File: config.mk
export PLATFORM = sky130hd
export DESIGN_NAME = lprr_front
export DESIGN_NICKNAME = d
export VERILOG_FILES = /design/src/lprr_pkg.sv /design/src/lprr_front.sv
export SDC_FILE = /design/constraint.sdc
export NUM_CORES = 1
export LEC_CHECK = 0
export BUFFER_PORTS_ARGS = -buffer_cell sky130_fd_sc_hd__buf_2
export CAP_MARGIN = 15
export CORE_MARGIN = 5
export CORE_UTILIZATION = 40
export DETAILED_ROUTE_END_ITERATION = 8
export PLACE_DENSITY_LB_ADDON = 0.12
export REMOVE_ABC_BUFFERS = 1
export SYNTH_ARGS = -nofsm -noshare
export SYNTH_HDL_FRONTEND = slang
export SYNTH_SLANG_ARGS = --single-unit
File: constraint.sdc
create_clock -name clk -period 5.6 [get_ports clk]
set_input_delay 1.4 -clock clk [delete_from_list [all_inputs] [get_ports clk]]
set_output_delay 1.4 -clock clk [all_outputs]
set_load 0.05 [all_outputs]
File: src/lprr_pkg.sv
// ----------------------------------------------------------------------------
// lprr_pkg
// Shared types and constants of the length-prefixed record ring: item
// layouts, operation and status codes, default sizes.
// ----------------------------------------------------------------------------
package lprr_pkg;

  localparam int CAPACITY_DEF  = 1024;
  localparam int HDR_BYTES_DEF = 2;

  localparam int BYTE_W   = 8;
  localparam int LEN_W    = 16;
  localparam int IDX_W    = 10;
  localparam int USED_W   = 10;

  // Entries of the queue between the front and the back.
  localparam int QUEUE_DEPTH = 2;

  typedef enum logic [1:0] {
    KIND_PUSH_BEGIN = 2'd0,
    KIND_PUSH_BYTE  = 2'd1,
    KIND_POP        = 2'd2,
    KIND_READ       = 2'd3
  } kind_t;

  typedef enum logic [2:0] {
    ST_OK        = 3'd0,
    ST_BAD_LEN   = 3'd1,
    ST_EMPTY     = 3'd2,
    ST_BAD_INDEX = 3'd3,
    ST_SEQ_ERR   = 3'd4
  } status_t;

  typedef struct packed {
    kind_t              kind;
    logic [LEN_W-1:0]   record_length;
    logic [BYTE_W-1:0]  payload_byte;
    logic [IDX_W-1:0]   read_index;
  } req_t;

  typedef struct packed {
    status_t            status;
    logic [BYTE_W-1:0]  read_byte;
    logic [LEN_W-1:0]   front_length;
    logic [USED_W-1:0]  used_bytes;
    logic               is_empty;
  } rsp_t;

  // A request after classification by the front.
  typedef struct packed {
    req_t req;
    logic too_long;
  } cmd_t;

endpackage

File: src/lprr_front.sv
// ----------------------------------------------------------------------------
// lprr_front
// Accepts request items, classifies push-begin lengths (too long or not,
// and the largest occupancy that still leaves room) and queues them for
// the back.
// ----------------------------------------------------------------------------
module lprr_front import lprr_pkg::*; #(
  parameter int CAPACITY  = CAPACITY_DEF,
  parameter int HDR_BYTES = HDR_BYTES_DEF
) (
  input  logic                        clk,
  input  logic                        rst,
  input  logic                        req_valid,
  output logic                        req_stall,
  input  req_t                        req,
  output logic                        head_valid,
  output cmd_t                        head,
  output logic [$clog2(CAPACITY)-1:0] head_room,
  input  logic                        head_take
);

  localparam int PTR_W  = $clog2(CAPACITY);
  localparam int HDR_W  = 8 * HDR_BYTES;
  localparam int NEED_W = LEN_W + 2;
  localparam int QPTR_W = $clog2(QUEUE_DEPTH);
  localparam int QCNT_W = $clog2(QUEUE_DEPTH + 1);
  localparam logic [LEN_W-1:0] HdrMax =
      (HDR_W >= LEN_W) ? {LEN_W{1'b1}} : LEN_W'((64'd1 << HDR_W) - 64'd1);

  logic [NEED_W-1:0] need;
  logic              too_long;
  logic [PTR_W-1:0]  room;
  cmd_t              cmd_in;

  cmd_t              q_cmd  [QUEUE_DEPTH];
  logic [PTR_W-1:0]  q_room [QUEUE_DEPTH];
  logic [QPTR_W-1:0] wr_ptr;
  logic [QPTR_W-1:0] rd_ptr;
  logic [QCNT_W-1:0] count;
  logic              push;
  logic              pop;

  // Bytes the record takes including its header and the spare byte.
  assign need     = NEED_W'(req.record_length) + NEED_W'(HDR_BYTES + 1);
  assign too_long = (need > NEED_W'(CAPACITY)) || (req.record_length > HdrMax);
  // Eviction continues while the occupancy is above this value.
  assign room     = PTR_W'(NEED_W'(CAPACITY) - need);

  assign cmd_in.req      = req;
  assign cmd_in.too_long = too_long;

  assign req_stall  = (count == QCNT_W'(QUEUE_DEPTH));
  assign push       = req_valid && !req_stall;
  assign head_valid = (count != '0);
  assign pop        = head_take && head_valid;
  assign head       = q_cmd[rd_ptr];
  assign head_room  = q_room[rd_ptr];

  always_ff @(posedge clk) begin
    if (rst) begin
      wr_ptr <= '0;
      rd_ptr <= '0;
      count  <= '0;
    end else begin
      if (push) begin
        q_cmd[wr_ptr]  <= cmd_in;
        q_room[wr_ptr] <= room;
        wr_ptr         <= wr_ptr + 1'b1;
      end
      if (pop) begin
        rd_ptr <= rd_ptr + 1'b1;
      end
      if (push && !pop) begin
        count <= count + 1'b1;
      end else if (!push && pop) begin
        count <= count - 1'b1;
      end
    end
  end

endmodule

==> summary.md <==
| Metric | Value |
|---|---|
| Run status | complete, no violations |
| Mapped Area | slightly above 0.004 mm² |
| Post-Syn Instances | roughly 250 |
| DP Cell Count | 464 |
| Worst hold path class | flip-flop to flip-flop |
| Hold path depth | 2 |
| Max Cap Viol | 0 |
| TritonCTS clock tree | yes |
| Ranking of synthesized cells by area | edfxtp_1 68%, mux2_2 13%, xor2_1 2.5%, dfxtp_1 2.4%, xnor2_1 1.3% |
| Util after Layout | a little under half |
| Avg Inst Size Synth | approximately 17 µm² |
| Sequential share of the synthesized area | between 70% and 80% |
| Synth warnings | 0 |
| Final HPWL DP | between 4000 and 5000 µm |
| Initial DRC Count | 74 |
| Crit path capture | head_room[7] |
| Iteration count of the initial detailed-routing pass | 4 |
| H-tree depth | 3 |
| First-pass GRT wire length | between 10000 and 15000 µm |
| Post-Route WL | about 7400 µm |
| Post-DP Area | between 0.004 and 0.005 mm² |
| Critical path fanouts, max | 47 |
| Post-CTS setup buffer count | 0 |
| Cell Pwr Density | 426 mW/mm² |
| DRT antenna net count | 0 |
| Core area | 0.0102 mm² |
| Pwr Total | around 2.1 mW |
| Layout cells sized above 1 | between 40% and 50% |
| CP Launch Type | flip-flop |
| CTS Hold Buffers Added | 0 |
| Fin crit period | between 3 and 4 ns |
| Seq cells post-synth | 99 |
| Crit Path Category | flip-flop to primary output |
| I/O Buffers | about 90 |
| Fin area | 0.00488 mm² |
| Area growth, synth to finish | 18.5% |
| Final slew viol count | 0 |
| Largest net degree at the start of global routing | between 40 and 50 |
| Required time of the critical path | between 4 and 5 ns |
| Worst EP arrival | 1.86 ns |
| Reg2reg path depth | 4 |
| Clk_skew | roughly 0.0062 ns |
| Vias | 2288 |
| Die H | between 100 and 150 µm |
| RSZ-0062 raised after global routing | no |
| FF-to-FF Start | count[0] |
| Final non-filler cell total | between 400 and 500 |
| DR WL/cell | 15.5 µm |
| I/O pin cnt | 89 |
| Overall global routing resource usage | between 10% and 20% |
| R2r endpoint | q_cmd[1][15] |
| Hold Fails Final Rpt | 0 |
| Worst-Skew Late Latency | approximately 0.36 ns |
| Fill count | slightly above 900 |
| R2r setup slk | 3.22 ns |
| Root Buffer Master | clkbuf_8 |
| FMAX | approximately 0.31 GHz |
| Largest area contributor in the netlist | edfxtp_1 |
| Crit path capture type | primary output |
| Cts bufs inserted | 9 |
| Setup TNS | 0 ns |
| # resized after CTS | 0 |
| Initial antenna violation count | 0 |
| Slew @ Worst Pin | approximately 1 ns |
| Die width | about 110 µm |
| Leakage | approximately 1.7 nW |
| Sink Count | 99 |
| Slew headroom | approximately 34% |
| Setup violators final | 0 |
| Vias in the first global route | between 2k and 2.5k |
| Peak VDD IR | between 200 and 250 µV |
| Post-route DRC | 0 |
| Clock transition at path regs | 0.09 ns |
| Max clock buf depth | 2 |
| Total grt overflow | 0 |
| Row cnt | 37 |
| Inserted Diodes | 0 |
| Nets | 382 |
| Die Area | between 0.01 and 0.015 mm² |
| Post-synth top area share | about two thirds |
| Period Utilization, post-route | slightly below 60% |
| Initial cell density of the core | just over 40% |
| RePlAce Congestion | 0.756 |
| Netlist cell types | 36 |
| Vias per Instance | between 4 and 5 |
-- synthesized netlist by cell type (all sizes together) --
cell	number
nor3b	2
mux2i	4
edfxtp	94
and3b	1
o21ai	3
clkbuf	6
a2bb2oi	1
o2111ai	2
or4b	1
a32oi	1
o22ai	1
nor2b	1
o21a	1
nor4	1
nand3	3
buf	4
a22oi	1
or3	2
xor2	12
or2	2
a21o	1
a31o	1
o211ai	2
xnor2	6
nand2	10
nand4b	3
dfxtp	5
nand2b	1
mux2	47
nor3	4
a21oi	4
ha	3
inv	4
nor2	11
nand4	2
-- cell usage in the layout, fill, tap and decap left out, types with 2 or more instances in the layout --
cell	netlist	routed
edfxtp_1	94	94
nor3_1	4	3
clkbuf_8	0	9
or3_1	2	2
nand4_1	2	2
nand2_1	10	10
dfxtp_1	5	4
nand4b_1	3	3
xnor2_1	6	6
clkinv_1	0	3
mux2_2	47	47
o2111ai_1	2	2
o211ai_1	2	2
buf_2	2	88
a21oi_1	4	4
inv_1	4	4
o21ai_0	3	3
nand3_1	3	3
nor2_1	11	11
mux2i_1	4	4
or2_2	2	2
ha_1	3	3
buf_4	0	2
clkinv_2	0	3
xor2_1	12	12
-- area by class of cell --
| class | instances | area [µm²] | area share (%) |
|---|---|---|---|
| Sequential cell | 99 | 2920 | 59.9 |
| Multi-Input combinational cell | 134 | 1140 | 23.3 |
| Timing Repair Buffer | 91 | 475 | 9.74 |
| Tap cell | 136 | 170 | 3.48 |
| Clock buffer | 9 | 124 | 2.54 |
| Clock inverter | 7 | 35.0 | 0.717 |
| Inverter | 4 | 15.0 | 0.307 |
-- logic make-up (layout without fill, tap and decap cells) --
kind of cell / after synthesis / in the layout / synth area share (%)
buffers and inverters: 14 / 111 / 1.70
AND/OR/NAND/NOR: 44 / 44 / 5.68
adder cells (fa/ha/maj): 3 / 3 / 0.911
AO/OA/AOI/OAI: 18 / 18 / 3.19
XOR/XNOR: 18 / 18 / 3.82
flip-flops: 99 / 99 / 70.9
multiplexers: 51 / 51 / 13.8
-- flip-flops by register name, summed over array words and instances, names as in the netlist, named ones only --
| name | flops |
|---|---|
| q_cmd | 74 |
| q_room | 20 |
| count | 2 |
| rd_ptr | 1 |
| wr_ptr | 1 |
-- per-stage QoR --
stage	setup slack [ns]	hold slack (ns)
global route	2.25	0.560
global placement	2.12	0.487
finish	2.34	0.502
CTS	2.30	0.509
floorplan	0.0957	0.456
detailed placement	2.07	0.494
-- worst min path at each step --
stage	start	end	slack (ns)
after detailed placement	count[1]	count[1]	0.49
after floorplan	count[1]	count[1]	0.46
after global routing	rd_ptr	rd_ptr	0.56
final	count[1]	count[1]	0.50
after CTS	count[1]	count[1]	0.51
after global placement	count[1]	count[1]	0.49
-- routing by layer --
metal  global-route usage [%]  vias to the layer above  part of all wire, %
met1                     16.2                     1094                   46
li1                         -                     1126                    -
met3                     3.15                        9                  4.8
met4                     6.33                        0                  1.9
met5                        0                        -                    0
met2                     20.6                       59                   48
-- power by group --
| group | switching [mW] | internal (mW) | total [mW] |
|---|---|---|---|
| Clock | 0.231 | 0.155 | 0.386 |
| Sequential | 0.0189 | 0.895 | 0.914 |
| Combinational | 0.556 | 0.223 | 0.779 |
| Total | 0.806 | 1.27 | 2.08 |
-- worst max-delay path: stages, from the launching register on --
cell,delay [ns]
dfxtp_2,0.32
buf_4,0.51
mux2_2,0.41
buf_2,0.21
No activity file was read; power rests on OpenSTA's default activity.
